**config.mk**
```make
export PLATFORM = sky130hd
export DESIGN_NAME = salc_scan
export DESIGN_NICKNAME = d
export VERILOG_FILES = /design/src/rtl/core/salc_pkg.sv /design/src/rtl/core/salc_scan.sv
export SDC_FILE = /design/constraint.sdc
export NUM_CORES = 1
export LEC_CHECK = 0
export BUFFER_PORTS_ARGS = -buffer_cell sky130_fd_sc_hd__buf_2
export CORE_MARGIN = 3
export CORE_UTILIZATION = 35
export DETAILED_ROUTE_END_ITERATION = 10
export PLACE_DENSITY = 0.65
export SYNTH_ARGS = -nofsm -noshare
export SYNTH_HDL_FRONTEND = slang
export SYNTH_SLANG_ARGS = --single-unit
```
**constraint.sdc**
```tcl
create_clock -name clk -period 2.99 [get_ports clk]
set_input_delay 0.1495 -clock clk [delete_from_list [all_inputs] [get_ports clk]]
set_output_delay 0.1495 -clock clk [all_outputs]
set_load 0.01 [all_outputs]
```
**src/rtl/core/salc_pkg.sv**
```systemverilog
// shared types, codes and helpers for the set-associative lru cache model
// no dependencies; imported by salc_split, salc_scan and the top level

package salc_pkg;

  localparam int MAX_SET_BITS_DEF = 4;
  localparam int MAX_WAYS_DEF     = 8;
  localparam int ADDR_WIDTH_DEF   = 48;

  localparam int CFG_W      = 5;
  localparam int CFG_IDX_W  = 2;
  localparam int SETB_W     = 3;
  localparam int BLKB_W     = 5;
  localparam int WAYSU_W    = 4;
  localparam int AGE_W      = 32;
  localparam int TOT_W      = 32;
  localparam int WAY_MAX_W  = 4;

  typedef enum logic [1:0] {
    FUNC_INSTR  = 2'd0,
    FUNC_LOAD   = 2'd1,
    FUNC_STORE  = 2'd2,
    FUNC_MODIFY = 2'd3
  } func_t;

  typedef enum logic [1:0] {
    OUT_NONE  = 2'd0,
    OUT_HIT   = 2'd1,
    OUT_FILL  = 2'd2,
    OUT_EVICT = 2'd3
  } outcome_t;

  typedef enum logic [CFG_IDX_W-1:0] {
    CFG_SET_BITS   = 2'd0,
    CFG_BLOCK_BITS = 2'd1,
    CFG_WAYS       = 2'd2
  } cfg_idx_t;

  typedef struct packed {
    logic                 hit;
    logic                 have_empty;
    logic [WAY_MAX_W-1:0] hit_way;
    logic [WAY_MAX_W-1:0] empty_way;
    logic [WAY_MAX_W-1:0] victim_way;
  } scan_res_t;

  function automatic logic [AGE_W-1:0] sat_inc(input logic [AGE_W-1:0] v);
    return (&v) ? v : v + 1'b1;
  endfunction

endpackage

```
**src/rtl/core/salc_scan.sv**
```systemverilog
// way scan unit: tag compare, last empty way and oldest way tracking
// depends on salc_pkg

module salc_scan #(
  parameter int TAG_W = salc_pkg::ADDR_WIDTH_DEF,
  parameter int WAY_W = 3
) (
  input  logic                        clk,
  input  logic                        rst_n,
  input  logic                        clr,
  input  logic                        step,
  input  logic [WAY_W-1:0]            way,
  input  logic                        line_v,
  input  logic [TAG_W-1:0]            line_tag,
  input  logic [salc_pkg::AGE_W-1:0]  line_age,
  input  logic [TAG_W-1:0]            target_tag,
  output salc_pkg::scan_res_t         res
);

  import salc_pkg::*;

  logic             hit_r;
  logic             empty_r;
  logic [WAY_W-1:0] hit_way_r;
  logic [WAY_W-1:0] empty_way_r;
  logic [WAY_W-1:0] victim_r;
  logic [AGE_W-1:0] best_r;
  logic [AGE_W-1:0] age_eff;

  assign age_eff = line_v ? line_age : '0;

  always_ff @(posedge clk) begin
    if (!rst_n) begin
      hit_r   <= 1'b0;
      empty_r <= 1'b0;
    end else if (clr) begin
      hit_r    <= 1'b0;
      empty_r  <= 1'b0;
      best_r   <= '0;
      victim_r <= '0;
    end else if (step) begin
      if (line_v && !hit_r && (line_tag == target_tag)) begin
        hit_r     <= 1'b1;
        hit_way_r <= way;
      end
      if (!line_v) begin
        empty_r     <= 1'b1;
        empty_way_r <= way;
      end
      if (age_eff > best_r) begin
        best_r   <= age_eff;
        victim_r <= way;
      end
    end
  end

  always_comb begin
    res.hit        = hit_r;
    res.have_empty = empty_r;
    res.hit_way    = WAY_MAX_W'(hit_way_r);
    res.empty_way  = WAY_MAX_W'(empty_way_r);
    res.victim_way = WAY_MAX_W'(victim_r);
  end

endmodule

```
==> metrics <==
post-route clock period utilization ~80%; portion of total power attributed to sequential cells about 50%; Top Family by Delay on Critical Path simple AND/OR/NAND/NOR gates; pin count of the biggest net entering global routing 39; DR iter-0 viols between 40 and 50; Die Height between 100 and 150 um; maximum level of the CTS H-tree 2; summed negative setup slack over all endpoints 0 ns; CTS resizes 0; CP Cell Sequence buf_2 -> and2_1 -> ha_1 -> nand4_1 -> or3_1 -> nand3b_1 -> a31oi_1 -> o221a_1 -> buf_12; count of antenna diodes in the layout 0; Max Root-Sink Buffers 2; pins over their slew limit 0; upper clock frequency limit 421 MHz; ys async rst share 0%; standard-cell rows 34; distinct cell type count of the synthesized netlist 34; vias in the first global route roughly 2900; number of buffers inserted by port buffering approximately 150; slowest stage cell, crit path or3_1; area inside the core boundary 8810 sq um; Post-Layout Cell Count around 580; starting density of the core between 30% and 40%; residual DRC count 0; Leakage Power around 1.9 nW; number of warnings issued by yosys 0; number of post-CTS setup repair buffers 0; post-synthesis to final-layout area growth 29.3%; total gr overflow 0; portion of total power attributed to the clock network a little over a quarter; detailed-route via count between 2000 and 3000; number of clock sinks 43; worst hold path class in2reg; status complete, no violations; combinational power share 24.0%; floorplan die area just over 10000 sq um; global placement routability congestion 0.849; max-cap viol count 0; clock tree root buffer cell clkbuf_8; Critical Path End Type flip-flop; clock-pin slew reported for the worst setup and hold paths after clock tree synthesis around 0.08 ns; final hold slack around 0.055 ns; leading register cell type out of synthesis edfxtp_1; highest ir drop seen on vdd ~0.15 mV; arrival time at the worst endpoint between 2 and 2.5 ns; final cell utilization of the core 47.0%; total buffers and inverters traversed by the critical path 2; switching part of the total 26.7%; cell count after placement 567; largest stage delay on the critical path about 0.40 ns; power per cell area approximately 340 nW/um^2; later-pin clock latency in the skew report 0.30 ns; final hold violation count 0; number of register bits inferred by synthesis between 40 and 50; part of the Yosys area used for sequential elements 39.7%; number of top-level pins 150; share of final-layout standard cells stronger than drive strength 1 34.3%; min cycle time layout between 2 and 2.5 ns; clock tree from TritonCTS yes; CP Class in2reg; detailed-route vias per instance 4.75; number of optimization iterations in the first detailed-route pass 4; horizontal extent of the die approximately 100 um; RSZ-0062 raised after global routing no; total of hold buffers inserted after clock tree synthesis 0; P_sw about 0.37 mW; fraction of synthesized cell area taken by the top area cell type approximately two fifths; Post-synth EDFFs 41; number of nets at the end of the flow ~630; Mapped Cells approximately 320; top cell type by total area after synthesis edfxtp_1; endpoints failing setup 0; Mapped Area between 3000 and 4000 sq um; relative max-transition margin between 50% and 60%; final routed wire length divided by cell count ~14 um; number of buffers added by the clock tree synthesis step 5; leading post-synthesis cells by instance count 42 x nor2b_1, 41 x edfxtp_1, 33 x inv_1; Total Wirelength 8.17 mm; most frequent cell after synthesis nor2b_1; CP required roughly 3.0 ns; post-detail-place hpwl roughly 6.9 mm; kind of start point of the critical path primary input; P_int approximately 1 mW; slew at the pin closest to its max-slew limit 0.717 ns; antenna violations before repair 0; global-route usage over all layers 16.3%; largest driver fanout on the critical path 35; wire length of the first global-routing pass roughly 13 mm; Avg Inst Size Synth between 10 and 15 sq um; leading post-synthesis cells by cell area edfxtp_1 38%, ha_1 13%, nor2b_1 8.2%, xor2_1 6.6%, and2_1 6.3%; Final Skew 0.00657 ns; number of nets with antenna violations after routing 0
[layout make-up]
type / instances / area, sq um
clock inverter: 2 / 12.5
timing repair buffer: 150 / 773
sequential: 43 / 1270
fill: 867 / 4670
tap: 108 / 135
multi-input combinational: 233 / 1750
inverter: 33 / 124
clock buffer: 6 / 72.6
[cells by family after synthesis]
| logic type | Yosys count | synth area share, % |
|---|---|---|
| other | 1 | 0.117 |
| AO/OA/AOI/OAI | 30 | 6.25 |
| AND/OR/NAND/NOR | 125 | 23.8 |
| adder cells (fa/ha/maj) | 32 | 12.5 |
| flip-flops | 43 | 39.7 |
| XOR/XNOR | 43 | 11.8 |
| buffers and inverters | 45 | 5.86 |
[through the flow]
| step | total power [mW] | setup slack, ns | cell area (sq um) |
|---|---|---|---|
| 3_5_place_dp | 1.05 | 0.305 | 4050 |
| 6_report | 1.40 | 0.612 | 4140 |
| 5_1_grt | 1.48 | 0.410 | 4140 |
| 2_1_floorplan | 0.900 | 0.115 | 3210 |
| 4_1_cts | 1.42 | 0.613 | 4140 |
| 3_3_place_gp | 1.05 | 0.389 | 4050 |
[routing by layer]
| metal | track usage (%) | routed length [um] | vias up |
|---|---|---|---|
| met2 | 29.9 | 4070 | 113 |
| met4 | 4.50 | 121 | 0 |
| met3 | 4.20 | 633 | 9 |
| li1 | - | - | 1382 |
| met5 | 0 | 0 | - |
| met1 | 18.8 | 3350 | 1229 |
[flip-flops by register name (all words and copies together), names as in the netlist]
signal	count
best_r	32
empty_r	1
empty_way_r	3
hit_r	1
hit_way_r	3
victim_r	3
[power by group through the flow]
| stage | Sequential, mW | Combinational [mW] | Clock, mW |
|---|---|---|---|
| after floorplan | 0.714 | 0.186 | 0 |
| after global placement | 0.712 | 0.333 | 0 |
| after detailed placement | 0.713 | 0.340 | 0 |
| after CTS | 0.700 | 0.341 | 0.375 |
| after global routing | 0.702 | 0.384 | 0.395 |
| final | 0.699 | 0.337 | 0.366 |
[path summary, 6_finish.rpt]
| check | startpoint | end | slack (ns) | cells past startpoint |
|---|---|---|---|---|
| hold / removal | way[2] | empty_way_r[2] | 0.06 | 1 |
| hold reg to reg | hit_r | hit_r | 0.48 | 2 |
| setup / recovery | line_v | best_r[2] | 0.61 | 9 |
| setup reg to reg | best_r[31] | best_r[2] | 0.64 | 8 |
[placed cells by master, fill, tap and decap left out, types with 12 or more instances in the layout]
cell and n:
xor2_1 24, and2_1 32, xnor2_1 19, a21oi_1 12, edfxtp_1 41, nor2b_1 42
inv_1 33, buf_2 146, ha_1 32
Power figures use the tool's default switching activity.
