$ cat src/rtl/core/salc_ram.sv
// generic simple dual-port ram, one write and one registered read port
// no dependencies

module salc_ram #(
  parameter int WIDTH = 8,
  parameter int DEPTH = 16,
  parameter int AW    = (DEPTH > 1) ? $clog2(DEPTH) : 1
) (
  input  logic             clk,
  input  logic             we,
  input  logic [AW-1:0]    waddr,
  input  logic [WIDTH-1:0] wdata,
  input  logic [AW-1:0]    raddr,
  output logic [WIDTH-1:0] rdata
);

  logic [WIDTH-1:0] mem [DEPTH];

  always_ff @(posedge clk) begin
    if (we) begin
      mem[waddr] <= wdata;
    end
    rdata <= mem[raddr];
  end

endmodule

$ cat config.mk
export PLATFORM = sky130hd
export DESIGN_NAME = salc_ram
export DESIGN_NICKNAME = d
export VERILOG_FILES = /design/src/rtl/core/salc_ram.sv
export SDC_FILE = /design/constraint.sdc
export NUM_CORES = 1
export LEC_CHECK = 0
export BUFFER_PORTS_ARGS = -buffer_cell sky130_fd_sc_hd__buf_2
export CAP_MARGIN = 20
export CELL_PAD_IN_SITES_DETAIL_PLACEMENT = 1
export CELL_PAD_IN_SITES_GLOBAL_PLACEMENT = 1
export CORE_ASPECT_RATIO = 1.75
export CORE_UTILIZATION = 48
export CTS_CLUSTER_SIZE = 16
export DETAILED_ROUTE_END_ITERATION = 10
export GPL_TIMING_DRIVEN = 0
export PLACE_DENSITY_LB_ADDON = 0.1
export RECOVER_POWER = 50
export SLEW_MARGIN = 20
export SYNTH_ARGS = -nofsm -noshare
export SYNTH_HDL_FRONTEND = slang
export SYNTH_SLANG_ARGS = --single-unit
$ cat constraint.sdc
create_clock -name clk -period 1.7 [get_ports clk]
set_clock_uncertainty 0.15 [all_clocks]
set_input_delay 0.085 -clock clk [delete_from_list [all_inputs] [get_ports clk]]
set_output_delay 0.085 -clock clk [all_outputs]
set_load 0.02 [all_outputs]
==> flow_summary.ini, run 1 <==
[route]
drt_iter0_drc = 139
ant_nets = 0
firstDrtPassIters = 4
routedWlPerCell_um = 26.4
num_vias = 2425
viasPerCell = 5.77
totalWireLength_mm = 11.1
drcViolationCount = 0

[layout]
layout_commonest_cell = edfxtp_1
final_util_pct = 60.1
layout_common_cells = edfxtp_1, mux4_2, clkbuf_16
instances_no_fill = 420
fin_nets = 298
fillers = 859
layout-drive-gt1-share_pct = 25.3
synthToLayoutAreaGrowth_pct = 21.0
antenna_cells = 0

[logic_synthesis]
syn_inst = 229
yosysSeqAreaShare_pct = 77.8
yosysWarnings = 0
ys_ff_latch = 136
synth_nets = 247
synthesis.area_um2 = 5150
synth_cell_type_count = 19
synth_area_per_cell_um2 = 22.5

[floorplanning]
die-area_um2 = 11200
pin_count = 26
fp-row-count = 49
core-area_um2 = 10400
start_util_pct = 49.7
die_h_um = 139
dieWidth_um = 80.3

[cts]
numClockSinks = 136
cts_buffers = 17
clockRootBuffer = clkbuf_16
cts.clk_slew.worst_paths_ns = 0.06
cts_tree = yes
cts_max_level = 4
insertion_delay_ns = 0.41
post_cts_resize_count = 0
clockBufferDepth = 2

[grt]
grt_overflow = 0
grt_pass1_wl_mm = 16.1
grt_pass1_vias = 2656
grt.total_usage_pct = 22.0
grt_start_max_net_pins = 17
antenna_found_initial = 0

[setup_path]
r2r-end = rdata[2]
critical_path.endpoint = rdata[2]
rr_worst_depth = 3
cp-start-kind = flip-flop
r2r-start = mem[0][2]
worstSetupEndpointType = flip-flop
r2r_slack_ns = 0.05
worstSetupPathType = flip-flop to flip-flop
crit_path_max_fanout = 1
required_ns = 1.84
startpoint = mem[0][2]
arrival_ns = 1.78

[sta]
fin_crit_ns = 1.65
rsz0062_at_grt = no
slew_headroom_pct = 36.0
tightest_slew_ns = 0.960
finalMaxSlewViolations = 0
fin_setup_tns_ns = 0
hold_viol = 0
fin_crit_sh_pct = 97.0
whs_ns = 0.0441
setup_viol = 0
max_freq_ghz = 0.606

[placement]
gp_congestion = 0.757
numPortBuffers = 24
dp_hpwl_mm = 6.93
place_inst = 380

[job]
cap_violations = 0

[power_and_ir_drop]
ir_worst_vdd_mv = 1.08
p_total_w = 0.00860
leakagePower_nw = 2.08
p_per_area_nw_per_um2 = 1380

[status]
status = finished, final reports clean

[worst_hold_path]
holdCritPathClass = input pin to flip-flop
[metrics by stage]
step / cell area (µm²) / setup slack (ns)
final: 6230 / 0.0506
after detailed placement: 5450 / -0.254
after global routing: 6230 / 0.0255
after CTS: 6250 / 0.0640
after floorplan: 5150 / 0.199
after global placement: 5430 / -0.400
[state kept, by name, indices dropped and copies added (netlist names)]
| register | cells |
|---|---|
| mem | 128 |
| rdata | 8 |
[cell type report]
cell class / instances / area, µm² / share of cell area [%]
Clock inverter: 15 / 297 / 4.76
Clock buffer: 17 / 425 / 6.83
Buffer: 10 / 86.3 / 1.39
Multi-Input combinational cell: 83 / 1080 / 17.3
Tap cell: 127 / 159 / 2.55
Sequential cell: 136 / 4000 / 64.3
Timing Repair Buffer: 32 / 181 / 2.91
[cell usage after synthesis (all sizes together)]
cell | number | area [µm²]
and2b | 1 | 7.51
and2 | 1 | 6.26
dfxtp | 8 | 160
nand2b | 2 | 12.5
or3b | 1 | 8.76
nand2 | 9 | 33.8
mux4 | 32 | 773
nor2b | 1 | 6.26
a22oi | 16 | 120
nor2 | 13 | 48.8
nand3 | 1 | 5.00
buf | 7 | 56.3
nor3 | 4 | 20.0
clkdlybuf4s25 | 3 | 30.0
nand3b | 2 | 15.0
edfxtp | 128 | 3840
[routing by layer]
layer,global-route usage (%),vias to the layer above,share of wire [%]
li1,-,1073,-
met1,26.4,1277,40
met2,37.8,60,55
met3,5.07,15,3.1
met4,8.74,0,1.7
met5,0,-,0
[logic make-up after synthesis]
logic type,after synthesis,synth area share [%]
compound gates,16,2.33
buf+inv,10,1.68
flops,136,77.8
mux,32,15.0
simple gates,35,3.18
[report_power, final]
group	internal (W)	switching [W]
registers	0.00375	0.0000214
logic	0.000154	0.000245
clock network	0.00306	0.00137
[timing repair]
item	in CTS	in global routing
setup endpoints to repair	0	0
setup buffers	0	0
endpoints found under the hold margin	128	0
hold buffers	8	0
[worst min path at each step]
| stage | startpoint | slack [ns] | to | cells past startpoint |
|---|---|---|---|---|
| after floorplan | wdata[0] | 0.03 | mem[0][0] | 0 |
| after global placement | wdata[4] | 0.33 | mem[2][4] | 1 |
| after detailed placement | rdata[7] | 0.36 | rdata[7] | 1 |
| after CTS | waddr[0] | 0.03 | mem[0][2] | 2 |
| after global routing | waddr[1] | 0.07 | mem[0][1] | 2 |
| final | waddr[0] | 0.04 | mem[0][2] | 2 |
[worst max-delay path, cell delays in order, from the launching register on]
cell and delay [ns]:
edfxtp_1 0.37, mux4_1 0.56, a22oi_1 0.33, nand2_1 0.12
Note: power is estimated with default switching activity, not from simulation.
==> run 2, diff against run 1 <==
BUFFER_PORTS_ARGS = not set   (was -buffer_cell sky130_fd_sc_hd__buf_2)
CORE_UTILIZATION = 52   (was 48)
CTS_BUF_LIST = sky130_fd_sc_hd__clkbuf_4   (was not set)
DONT_BUFFER_PORTS = 1   (was not set)
==> run 2 against run 1 <==
- the flow now finishes with violations (hold timing, setup timing)
- global-route usage rose by 0.68 points
- count of clock-buffer cells in the layout rose by 5
- register-to-register slack improved by 0.05 ns
- non-clock buffer count fell by 10
- core utilization rose by 0.49 points
- cell area fell by 7.3%
- combinational power fell by 12%
- first-iteration DRC count fell by 9.4%
- critical path depth rose by 3
- via count fell by 0.12%
- sequential power barely moved
- critical path type is now input pin to flip-flop
- critical endpoint unchanged
- largest power group is now sequential cells
==> flow_summary.ini, run 2 (same netlist as run 1, synthesis figures left out) <==
[setup_path]
cpMaxStageDelayCell = mux4_1
worstSetupPathType = input pin to flip-flop
rr_worst_depth = 3
path_cells = dlygate4sd3_1 -> buf_6 -> buf_6 -> mux4_1 -> a22oi_1 -> nand2_1
worstSetupEndpointType = flip-flop
crit_buf_inv = 3
required_ns = 1.95
critPathMostFrequentCell = buf_6
arrival_ns = 1.96
cp_top_family = buffers and inverters
worstSetupPathDepth = 6
crit_path_max_fanout = 10
slowest_delay_ns = 0.62
cp-start-kind = input pin

[route]
routedWlPerCell_um = 26.1
viasPerCell = 6.01
drt_iter0_drc = 126
totalWireLength_mm = 10.5
ant_nets = 0
num_vias = 2422
drcViolationCount = 0
firstDrtPassIters = 5

[cts]
cts.clk_slew.worst_paths_ns = 0.10
cts_setup_buffers = 0
numClockSinks = 136
clockRootBuffer = clkbuf_4
clockBufferDepth = 2
cts_max_level = 4
insertion_delay_ns = 0.50
cts_buffers = 17
cts_tree = yes

[placement]
gp_congestion = 0.781
numPortBuffers = 0
dp_hpwl_mm = 6.91
place_inst = 351
pre_cts_ws_ns = -0.0911
place_area_um2 = 5320

[grt]
antenna_found_initial = 1
grt.total_usage_pct = 22.7
grt_pass1_wl_mm = 15.9
grt_overflow = 0
grt_start_max_net_pins = 17
grt_pass1_vias = 2661

[sta]
rsz0062_at_grt = yes
slew_headroom_pct = 45.1
finalMaxSlewViolations = 0
hold_viol = 30
whs_ns = -0.107
fin_crit_ns = 1.71
fin_setup_tns_ns = -0.0148
max_freq_ghz = 0.583
fin_ws_ns = -0.0148
fin_crit_sh_pct = 101
tightest_slew_ns = 0.821
setup_viol = 1

[power_and_ir_drop]
p_seq_share_pct = 64.5
ir_worst_vdd_mv = 0.704
pwr-share-comb_pct = 6.0
leakagePower_nw = 1.86
p_per_area_nw_per_um2 = 1020
clkPwrFrac_pct = 29.6
p_int_w = 0.00466
switching_share_pct = 20.9
netSwitchingPower_w = 0.00123

[floorplanning]
start_util_pct = 54.0
core-area_um2 = 9530
die_h_um = 134
dieWidth_um = 77.2
pin_count = 26
fp-row-count = 47
die-area_um2 = 10300

[layout]
top_register = mem
ff_latch_area_um2 = 4000
reg_top3 = mem (128), rdata (8)
synthToLayoutAreaGrowth_pct = 12.2
layout_common_cells = edfxtp_1, clkbuf_4, dlygate4sd3_1
fin_nets = 288
multi_input_area_um2 = 1090
layout_commonest_cell = edfxtp_1
design_area_um2 = 5770
instances_no_fill = 403
layout-drive-gt1-share_pct = 22.5
fillers = 828
largest_reg_flops = 128

[worst_hold_path]
min_path_cells = 2
holdCritPathClass = input pin to flip-flop

[status]
violations = hold timing, setup timing
status = finished, violations left

[job]
cap_violations = 0
[run 2: cell count changes in the layout (fill, tap and decap cells not counted), moves of 3 or more]
cell	previous run	this run
clkbuf_1	15	0
clkinv_4	3	0
clkbuf_16	17	0
dlygate4sd3_1	8	22
clkbuf_4	0	22
buf_2	12	3
nor2_2	0	4
nor2_1	13	9
bufinv_16	8	1
clkinv_1	0	3
[run 2: worst paths after layout]
kind,start,to,slack [ns]
setup / recovery,raddr[0],rdata[2],-0.01
hold / removal,waddr[3],mem[2][2],-0.11
hold reg to reg,mem[15][3],rdata[3],0.55
setup reg to reg,mem[1][2],rdata[2],0.10
[run 2: routing by layer]
metal | global-route usage (%) | up-vias | share of wire [%]
met1 | 26.1 | 1261 | 38
li1 | - | 1058 | -
met2 | 39.2 | 81 | 55
met3 | 6.51 | 22 | 4.6
met4 | 9.75 | 0 | 3.0
met5 | 0 | - | 0
[run 2: area by class of cell]
type,instances,share of cell area (%)
Timing Repair Buffer,22,3.81
Buffer,10,1.50
Clock inverter,7,0.975
Antenna cell,1,0.0433
Sequential cell,136,69.3
Multi-Input combinational cell,83,18.8
Tap cell,122,2.64
Clock buffer,22,2.86
[run 2: power groups by stage]
stage                     registers, W  logic (W)  clock network [W]
final                          0.00380   0.000352            0.00174
after global routing           0.00380   0.000376            0.00190
after CTS                      0.00380   0.000352            0.00179
after detailed placement       0.00387   0.000261                  0
after global placement         0.00387   0.000252                  0
after floorplan                0.00386   0.000191                  0
[run 2: what timing repair did]
action                     CTS  global route
setup endpoints to repair    0            61
hold endpoints to repair   255            40
hold buffers                21             1
resized for setup            0             4
[run 2: through the flow]
stage	utilization [%]	total power [W]
after floorplan	-	0.00405
after global routing	60.6	0.00608
final	60.6	0.00589
after detailed placement	55.8	0.00414
after global placement	55.7	0.00412
after CTS	60.4	0.00594
