`config.mk`:
```
export PLATFORM = sky130hd
export DESIGN_NAME = salc_split
export DESIGN_NICKNAME = d
export VERILOG_FILES = /design/src/rtl/core/salc_pkg.sv /design/src/rtl/core/salc_split.sv
export SDC_FILE = /design/constraint.sdc
export NUM_CORES = 1
export LEC_CHECK = 0
export BUFFER_PORTS_ARGS = -buffer_cell sky130_fd_sc_hd__clkbuf_2
export CORE_ASPECT_RATIO = 1.75
export CORE_UTILIZATION = 51
export DETAILED_ROUTE_END_ITERATION = 12
export GPL_TIMING_DRIVEN = 0
export PLACE_DENSITY = 0.81
export SLEW_MARGIN = 40
export SYNTH_ARGS = -nofsm -noshare
export SYNTH_HDL_FRONTEND = slang
export SYNTH_SLANG_ARGS = --single-unit
```
`constraint.sdc`:
```
create_clock -name vclk -period 5.67
set_input_delay 1.4175 -clock vclk [all_inputs]
set_output_delay 1.4175 -clock vclk [all_outputs]
set_load 0.005 [all_outputs]
```
`src/rtl/core/salc_pkg.sv`:
```
// shared types, codes and helpers for the set-associative lru cache model
// no dependencies; imported by salc_split, salc_scan and the top level

package salc_pkg;

  localparam int MAX_SET_BITS_DEF = 4;
  localparam int MAX_WAYS_DEF     = 8;
  localparam int ADDR_WIDTH_DEF   = 48;

  localparam int CFG_W      = 5;
  localparam int CFG_IDX_W  = 2;
  localparam int SETB_W     = 3;
  localparam int BLKB_W     = 5;
  localparam int WAYSU_W    = 4;
  localparam int AGE_W      = 32;
  localparam int TOT_W      = 32;
  localparam int WAY_MAX_W  = 4;

  typedef enum logic [1:0] {
    FUNC_INSTR  = 2'd0,
    FUNC_LOAD   = 2'd1,
    FUNC_STORE  = 2'd2,
    FUNC_MODIFY = 2'd3
  } func_t;

  typedef enum logic [1:0] {
    OUT_NONE  = 2'd0,
    OUT_HIT   = 2'd1,
    OUT_FILL  = 2'd2,
    OUT_EVICT = 2'd3
  } outcome_t;

  typedef enum logic [CFG_IDX_W-1:0] {
    CFG_SET_BITS   = 2'd0,
    CFG_BLOCK_BITS = 2'd1,
    CFG_WAYS       = 2'd2
  } cfg_idx_t;

  typedef struct packed {
    logic                 hit;
    logic                 have_empty;
    logic [WAY_MAX_W-1:0] hit_way;
    logic [WAY_MAX_W-1:0] empty_way;
    logic [WAY_MAX_W-1:0] victim_way;
  } scan_res_t;

  function automatic logic [AGE_W-1:0] sat_inc(input logic [AGE_W-1:0] v);
    return (&v) ? v : v + 1'b1;
  endfunction

endpackage

```
`src/rtl/core/salc_split.sv`:
```
// address splitter: tag and set base line from the configured field sizes
// depends on salc_pkg

module salc_split #(
  parameter int ADDR_WIDTH   = salc_pkg::ADDR_WIDTH_DEF,
  parameter int MAX_SET_BITS = salc_pkg::MAX_SET_BITS_DEF,
  parameter int MAX_WAYS     = salc_pkg::MAX_WAYS_DEF,
  parameter int LINE_W       = 7
) (
  input  logic [ADDR_WIDTH-1:0]          addr,
  input  logic [salc_pkg::SETB_W-1:0]    set_width,
  input  logic [salc_pkg::BLKB_W-1:0]    offset_width,
  output logic [ADDR_WIDTH-1:0]          tag,
  output logic [LINE_W-1:0]              base
);

  import salc_pkg::*;

  localparam int SET_W = (MAX_SET_BITS > 0) ? MAX_SET_BITS : 1;

  logic [3:0]            s_eff;
  logic [5:0]            shamt;
  logic [ADDR_WIDTH-1:0] off_sh;
  logic [SET_W:0]        one_sh;
  logic [SET_W:0]        idx_mask;
  logic [SET_W-1:0]      set_idx;

  always_comb begin
    s_eff    = ({1'b0, set_width} > 4'(MAX_SET_BITS)) ? 4'(MAX_SET_BITS) : {1'b0, set_width};
    shamt    = 6'(s_eff) + 6'(offset_width);
    tag      = addr >> shamt;
    off_sh   = addr >> offset_width;
    one_sh   = (SET_W + 1)'(1) << s_eff;
    idx_mask = one_sh - 1'b1;
    set_idx  = off_sh[SET_W-1:0] & idx_mask[SET_W-1:0];
    base     = LINE_W'(LINE_W'(set_idx) * LINE_W'(MAX_WAYS));
  end

endmodule

```
==> results of run 1 <==
-- through the flow --
stage                     power, mW  utilization [%]
after floorplan               0.584                -
after global placement        0.840             61.7
after detailed placement      0.851             61.7
after CTS                     0.891             63.6
after global routing           1.09             69.8
final                          1.05             69.8
-- routing by layer --
metal	GRT usage [%]	wire, um
met3	4.17	1160
met2	65.3	8450
met4	25.1	1460
met1	36.9	5380
met5	0	0
-- cell type report --
| type | instances | area share [%] |
|---|---|---|
| tap | 88 | 2.06 |
| timing repair buffer | 120 | 13.6 |
| inverter | 4 | 0.280 |
| multi-input combinational | 391 | 77.2 |
| buffer | 48 | 6.91 |
-- cells by family (layout without fill, tap and decap cells) --
logic type / count (synthesis) / count (layout) / synth area share, %
buf+inv: 53 / 172 / 7.57
simple gates: 119 / 119 / 13.3
fa+ha+maj: 4 / 4 / 1.41
mux: 192 / 192 / 65.2
compound gates: 69 / 69 / 11.2
other cells: 1 / 3 / 0.0919
xor+xnor: 4 / 4 / 1.23
-- worst min path at each step --
stage,endpoint,cells after the start,slack (ns),startpoint
final,base[5],4,3.14,set_width[2]
after global routing,base[3],4,3.21,set_width[0]
after CTS,base[5],4,3.18,set_width[0]
after detailed placement,base[5],4,3.18,set_width[0]
after global placement,base[3],4,3.17,set_width[0]
after floorplan,base[6],1,2.95,set_width[2]
-- power breakdown --
| group | leakage, nW | switching, mW | internal (mW) |
|---|---|---|---|
| Clock | 0 | 0 | 0 |
| Combinational | 2.29 | 0.546 | 0.503 |
| Sequential | 0 | 0 | 0 |
-- cell usage after synthesis, drive strengths merged --
library cell,instances,area [um2]
nand3,7,35.0
nor4,2,12.5
nor2b,4,32.5
clkbuf,17,63.8
and4b,1,10.0
or2,3,18.8
or4,1,7.51
o211ai,14,105
o311a,1,10.0
a21oi,23,115
o221ai,3,26.3
o22ai,1,6.26
inv,4,15.0
o21ba,1,10.0
nand4b,1,8.76
xnor2,2,25.0
and3,3,18.8
a211oi,5,42.5
nand2,48,180
mux2i,105,1050
a221o,2,20.0
buf,32,230
fa,1,20.0
o21a,2,15.0
mux2,33,372
and2,7,43.8
nor3,9,50.1
ha,3,37.5
nand2b,1,6.26
o21ai,10,50.0
a32o,1,10.0
o2111ai,1,8.76
conb,1,3.75
a32oi,2,17.5
mux4,54,1240
xor2,2,25.0
nor2,32,120
a31oi,3,18.8
-- timing repair --
| item | in CTS | in global routing |
|---|---|---|
| hold buffers | 0 | 0 |
| endpoints found under the setup margin | 48 | 27 |
| setup buffers | 5 | 5 |
| cloned | 0 | 3 |
| gates resized for setup | 30 | 85 |
| pin swaps | 2 | 6 |
==> results.py, run 1 <==
metrics = {
    "timing": {
        "tightest_slew_ns": 0.671,
        "drv_slew": 0,
        "fin_crit_sh_pct": 99.7,
        "fin_crit_ns": 5.65,
        "finalSetupTns_ns": 0,
        "hold_viol": 0,
        "rsz0062_at_grt": "true",
        "relSlewSlack_pct": 55.1,
        "fmax_ghz": 0.177,
        "fin_hold_ws_ns": 3.14,
        "setup_viol_count_final": 0,
        "fin_ws_ns": 0.0183,
    },
    "layout": {
        "drive_gt1_share_pct": 51.9,
        "final-seq-area_um2": 0,
        "area_growth_pct": 31.2,
        "final_cell_mix": "clkbuf_2, mux2i_1, mux4_2, nand2_1, nor2_1",
        "layout.nets": 625,
        "fill_cells": 570,
        "multiInputGateArea_um2": 4130,
        "final_common_cell": "clkbuf_2",
        "final_cells": 651,
        "clock_buffer_count": 0,
        "diodes": 0,
        "seq_cells": 0,
        "finalInstanceArea_um2": 5360,
    },
    "detailed_routing": {
        "ant_nets": 0,
        "vias_per_cell": 7.20,
        "via_count": 4685,
        "wl_um": 16500,
        "drtPass1Iterations": 5,
        "drc_errors": 0,
        "first_iter_violations": 407,
        "wire_per_inst_um": 25.3,
    },
    "setup_path": {
        "startpoint_type": "primary input",
        "slowest_delay_ns": 0.48,
        "worstPathCellList": "buf_12 > nor2b_4 > ha_2 > inv_2 > fa_2 > xor2_4 > buf_12 > buf_8 > buf_6 > mux2i_1 > mux2i_1 > mux2i_1 > nor2_1 > a211oi_1 > clkbuf_2",
        "crit_end": "tag[20]",
        "critical_path.slowest_cell": "fa_2",
        "crit_start": "set_width[2]",
        "cpMostUsedCell": "mux2i_1",
        "end_kind": "output port",
        "crit_cells": 15,
        "path_class": "in -> out",
        "cp_max_fo": 10,
        "critPathTopFamily": "buffers and inverters",
        "path_buf_inv": 6,
        "arrival_ns": 4.23,
        "required_ns": 4.25,
    },
    "floorplan": {
        "rows": 42,
        "die_area_um2": 8380,
        "io_pins": 111,
        "start_util_pct": 53.2,
        "core_area_um2": 7670,
        "die_h_um": 120,
        "die_x_um": 69.6,
    },
    "global_route": {
        "antenna_found_initial": 0,
        "grt_pass1_vias": 4597,
        "grt_util_all_layers_pct": 35.6,
        "grt_overflow_total": 0,
        "grt_start_max_net_pins": 11,
        "grt_pass1_wl_um": 23800,
    },
    "hold_path": {
        "hold_path.class": "in -> out",
    },
    "placed_design": {
        "dpl-instance-area_um2": 4730,
        "dp.cells": 639,
        "pre_cts_ws_ns": -1.13,
        "dpl.hpwl_um": 12200,
        "io_buffers": 107,
        "globalplace.congestion": 1.02,
    },
    "logic_synthesis": {
        "ys_seq_area_share_pct": 0,
        "yosys_warnings": 0,
        "syn_inst": 442,
        "synth_cell_types": 50,
        "syn_avg_cell_area_um2": 9.23,
        "synth.cell_area_um2": 4080,
    },
    "run_status": {
        "outcome": "complete, no violations",
    },
    "flow_run": {
        "cap_violations": 0,
    },
    "power": {
        "ir_drop_v": 0.000122,
        "p_per_area_nw_per_um2": 196,
        "leakagePower_nw": 2.29,
    },
}
Power figures use the tool's default switching activity.
==> run 2: changes to the inputs <==
PLACE_DENSITY = 0.79   (was 0.81)
==> results.py, run 2 (synthesized netlist as in run 1, its figures left out) <==
metrics = {
    "run_status": {
        "outcome": "finished with violations",
        "violations": "negative setup slack",
    },
    "setup_path": {
        "startpoint_type": "primary input",
        "arrival_ns": 4.34,
        "cp_max_fo": 10,
        "required_ns": 4.25,
        "end_kind": "output port",
        "path_class": "in -> out",
    },
    "layout": {
        "final-seq-area_um2": 0,
        "finalInstanceArea_um2": 5250,
        "fill_cells": 599,
        "area_growth_pct": 28.7,
        "final_cells": 654,
        "final_cell_mix": "clkbuf_2, mux2i_1, mux4_2, nand2_1, nor2_1",
        "seq_cells": 0,
        "final_common_cell": "clkbuf_2",
        "diodes": 0,
        "layout.nets": 628,
        "drive_gt1_share_pct": 51.2,
        "clock_buffer_count": 0,
    },
    "floorplan": {
        "start_util_pct": 53.2,
        "die_h_um": 120,
        "die_x_um": 69.6,
        "die_area_um2": 8380,
        "rows": 42,
        "io_pins": 111,
        "core_area_um2": 7670,
    },
    "placed_design": {
        "globalplace.congestion": 1.01,
        "io_buffers": 107,
        "dpl-instance-area_um2": 4730,
        "dp.cells": 639,
        "dpl.hpwl_um": 12200,
    },
    "power": {
        "p_per_area_nw_per_um2": 195,
        "ir_drop_v": 0.000123,
        "power.total_mw": 1.02,
        "leakagePower_nw": 2.30,
    },
    "clock_network": {
        "hold_buffers": 0,
    },
    "hold_path": {
        "hold_path.class": "in -> out",
    },
    "global_route": {
        "grt_util_all_layers_pct": 35.9,
        "grt_overflow_total": 0,
        "grt_pass1_wl_um": 23800,
        "grt_pass1_vias": 4478,
        "antenna_found_initial": 0,
        "grt_start_max_net_pins": 11,
    },
    "detailed_routing": {
        "drtPass1Iterations": 5,
        "via_count": 4712,
        "vias_per_cell": 7.20,
        "wl_um": 16700,
        "wire_per_inst_um": 25.5,
        "ant_nets": 0,
        "first_iter_violations": 443,
        "drc_errors": 0,
    },
    "flow_run": {
        "cap_violations": 0,
    },
    "timing": {
        "rsz0062_at_grt": "true",
        "fin_crit_ns": 5.76,
        "drv_slew": 0,
        "setup_viol_count_final": 8,
        "relSlewSlack_pct": 51.0,
        "fmax_ghz": 0.174,
        "finalSetupTns_ns": -0.298,
        "fin_ws_ns": -0.0859,
        "fin_crit_sh_pct": 102,
        "hold_viol": 0,
        "tightest_slew_ns": 0.733,
    },
}
[run 2: cell count changes in the layout (fill, tap and decap cells not counted), moves of 2 or more]
| cell | change |
|---|---|
| buf_4 | +2 |
| mux2i_1 | +8 |
| mux2i_4 | -8 |
| buf_12 | -3 |
| buf_6 | +4 |
[run 2: metal layers]
metal / vias up / wire length (um) / global-route usage (%)
li1: 1984 / - / -
met1: 2243 / 5320 / 38.3
met2: 365 / 8570 / 67.5
met3: 120 / 1120 / 3.25
met4: 0 / 1690 / 21.0
met5: - / 0 / 0
[run 2: where the power goes]
| part | internal [mW] | switching [mW] | total, mW |
|---|---|---|---|
| Combinational | 0.485 | 0.537 | 1.02 |
| Clock | 0 | 0 | 0 |
| Sequential | 0 | 0 | 0 |
[run 2: final cells by class]
type | instances | area, um2 | area share (%)
Multi-Input combinational cell | 391 | 4030 | 76.8
Timing Repair Buffer | 123 | 739 | 14.1
Buffer | 48 | 354 | 6.74
Tap cell | 88 | 110 | 2.10
Inverter | 4 | 15.0 | 0.286
[run 2: repair_timing]
| item | in CTS | in global routing |
|---|---|---|
| setup endpoints to repair | 48 | 32 |
| buffers inserted | 4 | 9 |
| resized for setup | 32 | 69 |
| pin swaps | 2 | 9 |
| cloned | 0 | 3 |
[run 2: worst paths after layout]
kind         start      end  slack, ns  cells after the start
max   set_width[2]  tag[27]      -0.09                     16
min   set_width[2]  base[5]       3.15                      4
[run 2: critical path, stage by stage]
cell and delay [ns]:
buf_12 0.11, nor2b_4 0.09, ha_2 0.19, inv_2 0.04, fa_2 0.59, buf_12 0.16, buf_12 0.16, buf_8 0.17
mux2i_2 0.10, mux2i_1 0.34, mux2i_1 0.16, buf_4 0.17, mux2_2 0.28, nor2_1 0.09, o21a_1 0.14, clkbuf_2 0.11
[run 2: per-stage QoR]
| step | setup slack [ns] | hold WS [ns] | utilization (%) |
|---|---|---|---|
| 6_report | -0.0859 | 3.15 | 68.5 |
| 5_1_grt | -0.143 | 3.18 | 68.5 |
| 4_1_cts | -0.0125 | 3.18 | 63.6 |
| 3_5_place_dp | -1.09 | 3.18 | 61.7 |
| 3_3_place_gp | -1.03 | 3.17 | 61.7 |
| 2_1_floorplan | 0.0113 | 2.95 | - |
